`src/sbjl_pkg.sv`:
```
`default_nettype none
// ----------------------------------------------------------------------------
// sbjl_pkg
// Shared types and constants for the sign-bit inner product estimator.
// ----------------------------------------------------------------------------
package sbjl_pkg;

  // Field and state widths.
  localparam int QUERY_W = 32;
  localparam int NORM_W  = 32;
  localparam int SCALE_W = 32;
  localparam int PW_W    = 13;
  localparam int ACC_W   = 44;
  localparam int CNT_W   = 13;
  localparam int EST_W   = 48;
  localparam int LIMB_W  = 32;
  localparam int LIMBS   = 4;
  localparam int PROD_W  = LIMB_W * LIMBS;

  // Largest legal projection width.
  localparam int MAX_PROJ_WIDTH = 4096;

  // Configuration register indexes.
  localparam int CFG_IDX_W = 1;
  typedef logic [CFG_IDX_W-1:0] cfg_idx_t;
  localparam cfg_idx_t CFG_PROJ_WIDTH     = 1'b0;
  localparam cfg_idx_t CFG_ESTIMATE_SCALE = 1'b1;

  // Reset values of the configuration registers.
  localparam logic [PW_W-1:0]    PW_RESET    = 13'd1;
  localparam logic [SCALE_W-1:0] SCALE_RESET = 32'd2691471617;

  // Saturation limits of the element counter and of the estimate.
  localparam logic [CNT_W-1:0] CNT_MAX = {CNT_W{1'b1}};
  localparam logic [EST_W-1:0] EST_MAX = {1'b0, {(EST_W-1){1'b1}}};
  localparam logic [EST_W-1:0] EST_MIN = {1'b1, {(EST_W-1){1'b0}}};

  // Rounding: half of one output LSB at product bit 46.
  localparam int RND_POS = 46;
  localparam int Q_LSB   = 47;
  localparam int Q_W     = 64;

  // Depth of the job queue between front and back.
  localparam int JOB_DEPTH = 2;
  localparam int JOB_PTR_W = $clog2(JOB_DEPTH);
  localparam int JOB_CNT_W = $clog2(JOB_DEPTH + 1);

  // One finished accumulation that waits for scaling.
  typedef struct packed {
    logic signed [ACC_W-1:0] acc_value;
    logic [NORM_W-1:0]       key_norm;
    logic                    length_error;
  } job_t;

  // Back-end sequencer states.
  typedef enum logic [1:0] {
    B_IDLE,
    B_MUL,
    B_ROUND,
    B_SAT
  } back_state_t;

endpackage
`default_nettype wire

```
`src/sbjl_front.sv`:
```
`default_nettype none
// ----------------------------------------------------------------------------
// sbjl_front
// Accepts query elements, keeps the saturating signed sum and the element
// count, and hands a finished sum to the job queue on the last element.
// ----------------------------------------------------------------------------
module sbjl_front (
  input  logic                                clk,
  input  logic                                rst,
  input  logic                                push,
  output logic                                full,
  input  logic signed [sbjl_pkg::QUERY_W-1:0] query_value,
  input  logic                                sign_bit,
  input  logic [sbjl_pkg::NORM_W-1:0]         key_norm,
  input  logic                                last,
  input  logic [sbjl_pkg::PW_W-1:0]           proj_width,
  output logic                                job_valid,
  input  logic                                job_ready,
  output sbjl_pkg::job_t                      job
);
  import sbjl_pkg::*;

  logic signed [ACC_W-1:0] accumulator;
  logic [CNT_W-1:0]        element_count;
  logic                    accept;
  logic signed [ACC_W:0]   sum_wide;
  logic signed [ACC_W:0]   value_ext;
  logic signed [ACC_W-1:0] sum_sat;
  logic [CNT_W-1:0]        count_inc;
  logic                    bad_width;

  // The holding register frees up when the queue takes its request.
  assign full   = job_valid && !job_ready;
  assign accept = push && !full;

  // Saturating add or subtract of the element.
  always_comb begin
    value_ext = (ACC_W+1)'(query_value);
    sum_wide  = sign_bit ? ((ACC_W+1)'(accumulator) - value_ext)
                         : ((ACC_W+1)'(accumulator) + value_ext);
    if (sum_wide[ACC_W] != sum_wide[ACC_W-1]) begin
      sum_sat = sum_wide[ACC_W] ? {1'b1, {(ACC_W-1){1'b0}}} : {1'b0, {(ACC_W-1){1'b1}}};
    end else begin
      sum_sat = sum_wide[ACC_W-1:0];
    end
    count_inc = (element_count == CNT_MAX) ? element_count : element_count + 1'b1;
    bad_width = (proj_width == '0) || (proj_width > PW_W'(MAX_PROJ_WIDTH));
  end

  // Running sum and count; both clear after the last element.
  always_ff @(posedge clk) begin
    if (rst) begin
      accumulator   <= '0;
      element_count <= '0;
    end else if (accept) begin
      if (last) begin
        accumulator   <= '0;
        element_count <= '0;
      end else begin
        accumulator   <= sum_sat;
        element_count <= count_inc;
      end
    end
  end

  // Holding register for the finished sum.
  always_ff @(posedge clk) begin
    if (rst) begin
      job_valid <= 1'b0;
    end else if (accept && last) begin
      job_valid <= 1'b1;
    end else if (job_ready) begin
      job_valid <= 1'b0;
    end
  end

  always_ff @(posedge clk) begin
    if (accept && last) begin
      job.acc_value    <= sum_sat;
      job.key_norm     <= key_norm;
      job.length_error <= bad_width || (count_inc != proj_width);
    end
  end

endmodule
`default_nettype wire

```
`src/sbjl_job_fifo.sv`:
```
`default_nettype none
// ----------------------------------------------------------------------------
// sbjl_job_fifo
// Short queue of finished sums between the front and the back.
// ----------------------------------------------------------------------------
module sbjl_job_fifo (
  input  logic           clk,
  input  logic           rst,
  input  logic           wr_en,
  output logic           full,
  input  sbjl_pkg::job_t wr_data,
  input  logic           rd_en,
  output logic           empty,
  output sbjl_pkg::job_t rd_data
);
  import sbjl_pkg::*;

  job_t                 entries [JOB_DEPTH];
  logic [JOB_PTR_W-1:0] wr_ptr;
  logic [JOB_PTR_W-1:0] rd_ptr;
  logic [JOB_CNT_W-1:0] fill;
  logic                 do_wr;
  logic                 do_rd;

  assign full    = (fill == JOB_CNT_W'(JOB_DEPTH));
  assign empty   = (fill == '0);
  assign do_wr   = wr_en && !full;
  assign do_rd   = rd_en && !empty;
  assign rd_data = entries[rd_ptr];

  // Pointers and fill level.
  always_ff @(posedge clk) begin
    if (rst) begin
      wr_ptr <= '0;
      rd_ptr <= '0;
      fill   <= '0;
    end else begin
      if (do_wr) begin
        wr_ptr <= (wr_ptr == JOB_PTR_W'(JOB_DEPTH - 1)) ? '0 : wr_ptr + 1'b1;
      end
      if (do_rd) begin
        rd_ptr <= (rd_ptr == JOB_PTR_W'(JOB_DEPTH - 1)) ? '0 : rd_ptr + 1'b1;
      end
      if (do_wr && !do_rd) begin
        fill <= fill + 1'b1;
      end else if (do_rd && !do_wr) begin
        fill <= fill - 1'b1;
      end
    end
  end

  // Entry storage.
  always_ff @(posedge clk) begin
    if (do_wr) begin
      entries[wr_ptr] <= wr_data;
    end
  end

endmodule
`default_nettype wire

```
`src/sbjl_back.sv`:
```
`default_nettype none
// ----------------------------------------------------------------------------
// sbjl_back
// Scales one finished sum by the key norm and the scale with a shared
// 32x32 multiplier, one limb per cycle, then rounds, saturates and holds
// the result for the consumer.
// ----------------------------------------------------------------------------
module sbjl_back (
  input  logic                              clk,
  input  logic                              rst,
  input  logic                              job_empty,
  input  sbjl_pkg::job_t                    job,
  output logic                              job_pop,
  input  logic [sbjl_pkg::SCALE_W-1:0]      estimate_scale,
  output logic                              empty,
  input  logic                              pop,
  output logic signed [sbjl_pkg::EST_W-1:0] estimate,
  output logic                              saturated,
  output logic                              length_error
);
  import sbjl_pkg::*;

  back_state_t         state, state_next;
  logic [2:0]          step, step_next;
  logic [PROD_W-1:0]   limbs, limbs_next;
  logic [LIMB_W-1:0]   carry, carry_next;
  logic [PROD_W-1:0]   rounded, rounded_next;
  logic [NORM_W-1:0]   norm, norm_next;
  logic                neg, neg_next;
  logic                lerr, lerr_next;
  logic                res_valid, res_valid_next;
  logic                res_write;
  logic [ACC_W-1:0]    mag;
  logic [LIMB_W-1:0]   factor;
  logic [2*LIMB_W-1:0] prod;
  logic                ovf;
  logic [Q_W-1:0]      q;
  logic                sat;
  logic [EST_W-1:0]    est_value;

  assign empty = !res_valid;

  // Magnitude of the incoming signed sum.
  assign mag = job.acc_value[ACC_W-1] ? ACC_W'(-job.acc_value) : job.acc_value;

  // One limb times the current factor plus the carry from the limb below.
  assign factor = step[2] ? estimate_scale : norm;
  assign prod   = ((2*LIMB_W)'(limbs[LIMB_W-1:0]) * (2*LIMB_W)'(factor))
                + (2*LIMB_W)'(carry);

  // Saturation of the rounded magnitude.
  always_comb begin
    ovf = |rounded[PROD_W-1:Q_LSB+Q_W];
    q   = rounded[Q_LSB+Q_W-1:Q_LSB];
    if (neg) begin
      sat       = ovf || (q > Q_W'(EST_MIN));
      est_value = sat ? EST_MIN : EST_W'(-q[EST_W-1:0]);
    end else begin
      sat       = ovf || (q > Q_W'(EST_MAX));
      est_value = sat ? EST_MAX : q[EST_W-1:0];
    end
  end

  // Sequencer: load, eight limb steps, round, write out.
  always_comb begin
    state_next   = state;
    step_next    = step;
    limbs_next   = limbs;
    carry_next   = carry;
    rounded_next = rounded;
    norm_next    = norm;
    neg_next     = neg;
    lerr_next    = lerr;
    job_pop      = 1'b0;
    res_write    = 1'b0;
    case (state)
      B_IDLE: begin
        if (!job_empty) begin
          job_pop    = 1'b1;
          limbs_next = PROD_W'(mag);
          carry_next = '0;
          step_next  = '0;
          norm_next  = job.key_norm;
          neg_next   = job.acc_value[ACC_W-1];
          lerr_next  = job.length_error;
          state_next = B_MUL;
        end
      end
      B_MUL: begin
        limbs_next = {prod[LIMB_W-1:0], limbs[PROD_W-1:LIMB_W]};
        carry_next = (step[1:0] == 2'd3) ? '0 : prod[2*LIMB_W-1:LIMB_W];
        step_next  = step + 1'b1;
        if (step == 3'd7) begin
          state_next = B_ROUND;
        end
      end
      B_ROUND: begin
        rounded_next = limbs + (PROD_W'(1) << RND_POS);
        state_next   = B_SAT;
      end
      B_SAT: begin
        if (!res_valid || pop) begin
          res_write  = 1'b1;
          state_next = B_IDLE;
        end
      end
      default: begin
        state_next = B_IDLE;
      end
    endcase
    res_valid_next = (res_valid && !pop) || res_write;
  end

  // Control registers.
  always_ff @(posedge clk) begin
    if (rst) begin
      state     <= B_IDLE;
      step      <= '0;
      res_valid <= 1'b0;
    end else begin
      state     <= state_next;
      step      <= step_next;
      res_valid <= res_valid_next;
    end
  end

  // Datapath registers.
  always_ff @(posedge clk) begin
    limbs   <= limbs_next;
    carry   <= carry_next;
    rounded <= rounded_next;
    norm    <= norm_next;
    neg     <= neg_next;
    lerr    <= lerr_next;
    if (res_write) begin
      estimate     <= est_value;
      saturated    <= sat;
      length_error <= lerr;
    end
  end

endmodule
`default_nettype wire

```
`src/sign_bit_jl_inner_product_unit.sv`:
```
`default_nettype none
// ----------------------------------------------------------------------------
// sign_bit_jl_inner_product_unit
// Sign-bit projection inner product estimator: signed sum of query elements
// steered by key sign bits, scaled by key norm and a programmable scale.
// ----------------------------------------------------------------------------
//  Channel   Handshake          Payload
//  -------   ----------------   ------------------------------------------
//  input     push / full        query_value, sign_bit, key_norm, last
//  result    empty / pop        estimate, saturated, length_error
//  config    cfg_we             cfg_index, cfg_data (no read-back)
//
//  The front takes one element per cycle while full is low; only the element
//  marked last creates a request for the back end.
//  The back end works on one request at a time: load, eight limb steps on its
//  single 32x32 multiplier, round, and write to the result register.
//  A two-entry queue sits between front and back; full rises only when that
//  queue and the front holding register are both occupied.
//  Reset is synchronous with no clearing pass.
// ----------------------------------------------------------------------------
module sign_bit_jl_inner_product_unit (
  input  logic                                clk,
  input  logic                                rst,
  input  logic                                push,
  output logic                                full,
  input  logic signed [sbjl_pkg::QUERY_W-1:0] query_value,
  input  logic                                sign_bit,
  input  logic [sbjl_pkg::NORM_W-1:0]         key_norm,
  input  logic                                last,
  output logic                                empty,
  input  logic                                pop,
  output logic signed [sbjl_pkg::EST_W-1:0]   estimate,
  output logic                                saturated,
  output logic                                length_error,
  input  logic                                cfg_we,
  input  sbjl_pkg::cfg_idx_t                  cfg_index,
  input  logic [sbjl_pkg::SCALE_W-1:0]        cfg_data
);
  import sbjl_pkg::*;

  logic [PW_W-1:0]    proj_width;
  logic [SCALE_W-1:0] estimate_scale;
  logic               front_valid;
  logic               fifo_full;
  logic               fifo_empty;
  logic               fifo_pop;
  job_t               front_job;
  job_t               fifo_job;

  // Configuration registers.
  always_ff @(posedge clk) begin
    if (rst) begin
      proj_width     <= PW_RESET;
      estimate_scale <= SCALE_RESET;
    end else if (cfg_we) begin
      case (cfg_index)
        CFG_PROJ_WIDTH:     proj_width     <= cfg_data[PW_W-1:0];
        CFG_ESTIMATE_SCALE: estimate_scale <= cfg_data;
        default: begin
        end
      endcase
    end
  end

  // Front: accumulation and counting.
  sbjl_front u_front (
    .clk         (clk),
    .rst         (rst),
    .push        (push),
    .full        (full),
    .query_value (query_value),
    .sign_bit    (sign_bit),
    .key_norm    (key_norm),
    .last        (last),
    .proj_width  (proj_width),
    .job_valid   (front_valid),
    .job_ready   (!fifo_full),
    .job         (front_job)
  );

  // Queue of finished sums.
  sbjl_job_fifo u_fifo (
    .clk     (clk),
    .rst     (rst),
    .wr_en   (front_valid),
    .full    (fifo_full),
    .wr_data (front_job),
    .rd_en   (fifo_pop),
    .empty   (fifo_empty),
    .rd_data (fifo_job)
  );

  // Back: scaling, rounding and result register.
  sbjl_back u_back (
    .clk            (clk),
    .rst            (rst),
    .job_empty      (fifo_empty),
    .job            (fifo_job),
    .job_pop        (fifo_pop),
    .estimate_scale (estimate_scale),
    .empty          (empty),
    .pop            (pop),
    .estimate       (estimate),
    .saturated      (saturated),
    .length_error   (length_error)
  );

endmodule
`default_nettype wire

```
`config.mk`:
```
export PLATFORM = sky130hd
export DESIGN_NAME = sign_bit_jl_inner_product_unit
export DESIGN_NICKNAME = d
export VERILOG_FILES = /design/src/sbjl_pkg.sv /design/src/sbjl_front.sv /design/src/sbjl_job_fifo.sv /design/src/sbjl_back.sv /design/src/sign_bit_jl_inner_product_unit.sv
export SDC_FILE = /design/constraint.sdc
export NUM_CORES = 2
export LEC_CHECK = 0
export BUFFER_PORTS_ARGS = -buffer_cell sky130_fd_sc_hd__buf_2
export CAP_MARGIN = 40
export CORE_AREA = 2 2 373 301
export CTS_CLUSTER_SIZE = 14
export DETAILED_ROUTE_END_ITERATION = 8
export DIE_AREA = 0 0 375 303
export PLACE_DENSITY_LB_ADDON = 0.15
export SETUP_SLACK_MARGIN = 0.4
export SLEW_MARGIN = 10
export SYNTH_ARGS = -nofsm -noshare
export SYNTH_HDL_FRONTEND = slang
export SYNTH_SLANG_ARGS = --single-unit
```
`constraint.sdc`:
```
create_clock -name clk -period 17.8 [get_ports clk]
set_input_delay 3.56 -clock clk [delete_from_list [all_inputs] [get_ports clk]]
set_output_delay 3.56 -clock clk [all_outputs]
set_load 0.005 [all_outputs]
```
==> results_dict.tcl <==
set metrics [dict create \
    postSynthCellCount 6472 \
    dpl_worst_slack_ps 8010 \
    syn_area_um2 65400 \
    relSlewSlack 0.389 \
    period_share 0.561 \
    syn_nets 7825 \
    async_flop_share 0 \
    cts_setup_buffers 0 \
    cp_slowest_stage_delay_ps 860 \
    grt_pass1_wl_um 259000 \
    worstSkewPairLatency_ps 660 \
    ios 156 \
    row_count 109 \
    tightest_slew_ps 909 \
    synthFlopType "edfxtp_1" \
    finalHoldViolations 0 \
    required_ps 18180 \
    worst_setup_path_start_kind "register" \
    die_area_um2 114000 \
    cts.sinks 670 \
    fp.coreArea_um2 110000 \
    yosysUniqueCellTypes 84 \
    post-route-drc-count 0 \
    routed_wirelength_um 162000 \
    synth-simple-area-share 0.166 \
    synth_top_family_by_area "adder cells" \
    ys.warnings.count 0 \
    crit_path_top_delay_cell "mux2_2" \
    timing.hold.ws_ps 441 \
    worstPathArrival_ps 10370 \
    synth_edf_count 556 \
    nets 7789 \
    areaGrowthSynthToFinish_pct 6.50 \
    routabilityCongestion 0.926 \
    clk_path_buf_depth 3 \
    nFillCells 9014 \
    hpwl_um 123000 \
    cp_max_fo 33 \
    crit_path_frequent_cell "fa_1" \
    io_buffer_count 155 \
    drive_above_1_share 0.0676 \
    viasPerCell 5.71 \
    fin_skew_ps 52.0 \
    fin_ws_ps 7810 \
    setup_tns_ps 0 \
    root_buffer "clkbuf_16" \
    cts_hold_buffers 0 \
    synth.ff_latch_count 670 \
    drtIter0Drc 3737 \
    rsz0062_at_grt "false" \
    first_global_vias 45836 \
    wl_per_cell_um 20.4 \
    synth-compound-area-share 0.0638 \
    grt_max_degree 90 \
    htreeDepth 3 \
    track_usage 0.293 \
    fin_crit_ps 9990 \
    initial_core_util 0.595 \
    cts_tree "yes" \
    syn_area_per_cell_um2 10.1 \
    synthMuxAreaShare 0.0192 \
    status "completed" \
    numCtsBuffers 71 \
    clk_pin_slew_ps 60 \
    worstSetupPathType "reg -> reg" \
    antenna_found_initial 5 \
    yosysSeqAreaShare 0.290 \
    die_h_um 303 \
    drtAntennaViolNets 0 \
    setup_violations 0 \
    die_w_um 375 \
    gr-total-overflow 0 \
    synthAdderAreaFrac 0.346 \
    num_vias 45301 \
    fmax_ghz 0.100 \
    end_kind "register" \
    cap_violations 0 \
    cts_resized 0 \
    dr.pass1.iters 5 \
    worst_hold_path_type "reg -> reg" \
    final_max_slew_viol_count 0 \
    synthXorXnorAreaFrac 0.0364 \
]
==> final cells by class <==
type / instances / area [um2] / area share
Antenna cell: 1 / 2.50 / 0.0000359
Clock buffer: 93 / 1880 / 0.0270
Clock inverter: 34 / 375 / 0.00539
Inverter: 1017 / 3820 / 0.0549
Multi-Input combinational cell: 4450 / 41300 / 0.594
Sequential cell: 670 / 19000 / 0.273
Tap cell: 1443 / 1810 / 0.0259
Timing Repair Buffer: 226 / 1420 / 0.0204
==> cells by family (layout without fill, tap and decap cells) <==
family / after synthesis / after routing
muxes: 117 / 117
and+or+nand+nor: 2130 / 2130
adders and majority gates: 1249 / 1249
AOI/OAI and AO/OA: 683 / 683
other: 0 / 1
DFF: 670 / 670
buffers and inverters: 1352 / 1370
xor gates and xnor gates: 271 / 271
==> layer usage <==
layer | vias up | part of all wire | global-route usage
li1 | 20495 | - | -
met1 | 22916 | 0.46 | 0.449
met2 | 1680 | 0.44 | 0.437
met3 | 208 | 0.082 | 0.0489
met4 | 2 | 0.024 | 0.0724
met5 | - | 0.000080 | 0
==> state kept, by name (all words and copies together), names as in the netlist, 3 cells and up, named ones only <==
name                   flops
u_back.carry              32
estimate_scale            32
proj_width                13
u_back.limbs             128
u_front.element_count     13
u_back.rounded            81
u_back.estimate           48
u_front.job               77
u_front.accumulator       44
u_back.step                3
u_fifo.entries           154
u_back.norm               32
==> per-stage QoR <==
stage	cell area (um2)	std cells	utilization
2_1_floorplan	65400	6472	-
3_3_place_gp	67200	7797	0.612
3_5_place_dp	67400	7806	0.614
4_1_cts	69600	7933	0.634
5_1_grt	69600	7933	0.634
6_report	69600	7934	0.634
==> cells in the final DEF, fill, tap and decap left out, drive strengths merged, types with 11 or more instances in the layout <==
master / Yosys / layout
buf: 36 / 226
o311ai: 34 / 34
clkinv: 0 / 23
or3: 26 / 26
mux2i: 48 / 48
nor2: 260 / 260
a31oi: 17 / 17
mux2: 69 / 69
or2: 11 / 11
inv: 1017 / 1023
or4: 15 / 15
ha: 320 / 320
a211oi: 16 / 16
nand2: 739 / 739
nor4: 33 / 33
edfxtp: 556 / 556
and2: 642 / 642
o211ai: 15 / 15
nand3b: 16 / 16
dfxtp: 114 / 114
xor2: 89 / 89
o21bai: 20 / 20
nor3: 62 / 62
nand4: 36 / 36
nor3b: 14 / 14
xnor2: 182 / 182
clkbuf: 299 / 93
nor2b: 113 / 113
and3: 44 / 44
o21ai: 213 / 213
a21o: 46 / 46
fa: 929 / 929
a21oi: 229 / 229
o21a: 13 / 13
a22o: 13 / 13
o31ai: 11 / 11
nand2b: 33 / 33
nand3: 71 / 71
==> worst max-delay path: cells and delay by family, from the launching register on <==
family,cells,cell delay (ps)
flip-flops,1,330
multiplexers,1,860
XOR/XNOR,1,120
AND/OR/NAND/NOR,6,950
AO/OA/AOI/OAI,4,1810
adder cells (fa/ha/maj),9,4640
buffers and inverters,7,950
==> final timing paths <==
check	start	endpoint	slack [ps]	cells past startpoint
max	u_back.step[2]$_SDFFE_PP0P_	u_back.carry[29]$_SDFFCE_PP0P_	7810	28
min	u_front.job[49]$_DFFE_PP_	u_fifo.entries[1][49]$_DFFE_PP_	440	0
max reg2reg	u_back.step[2]$_SDFFE_PP0P_	u_back.carry[29]$_SDFFCE_PP0P_	7810	28
min reg2reg	u_front.job[49]$_DFFE_PP_	u_fifo.entries[1][49]$_DFFE_PP_	440	0
==> cell usage after synthesis, types with 113 or more instances <==
cell,number,share of area
a21oi_1,228,0.017
and2_1,641,0.061
clkbuf_1,298,0.017
dfxtp_1,114,0.035
edfxtp_1,556,0.26
fa_1,929,0.28
ha_1,320,0.061
inv_1,1017,0.058
nand2_1,738,0.042
nor2_1,260,0.015
nor2b_1,113,0.011
o21ai_0,206,0.016
xnor2_1,181,0.024
Power is not shown: default switching activity piles up to over one toggle a cycle in this logic, so the estimate is an artifact.
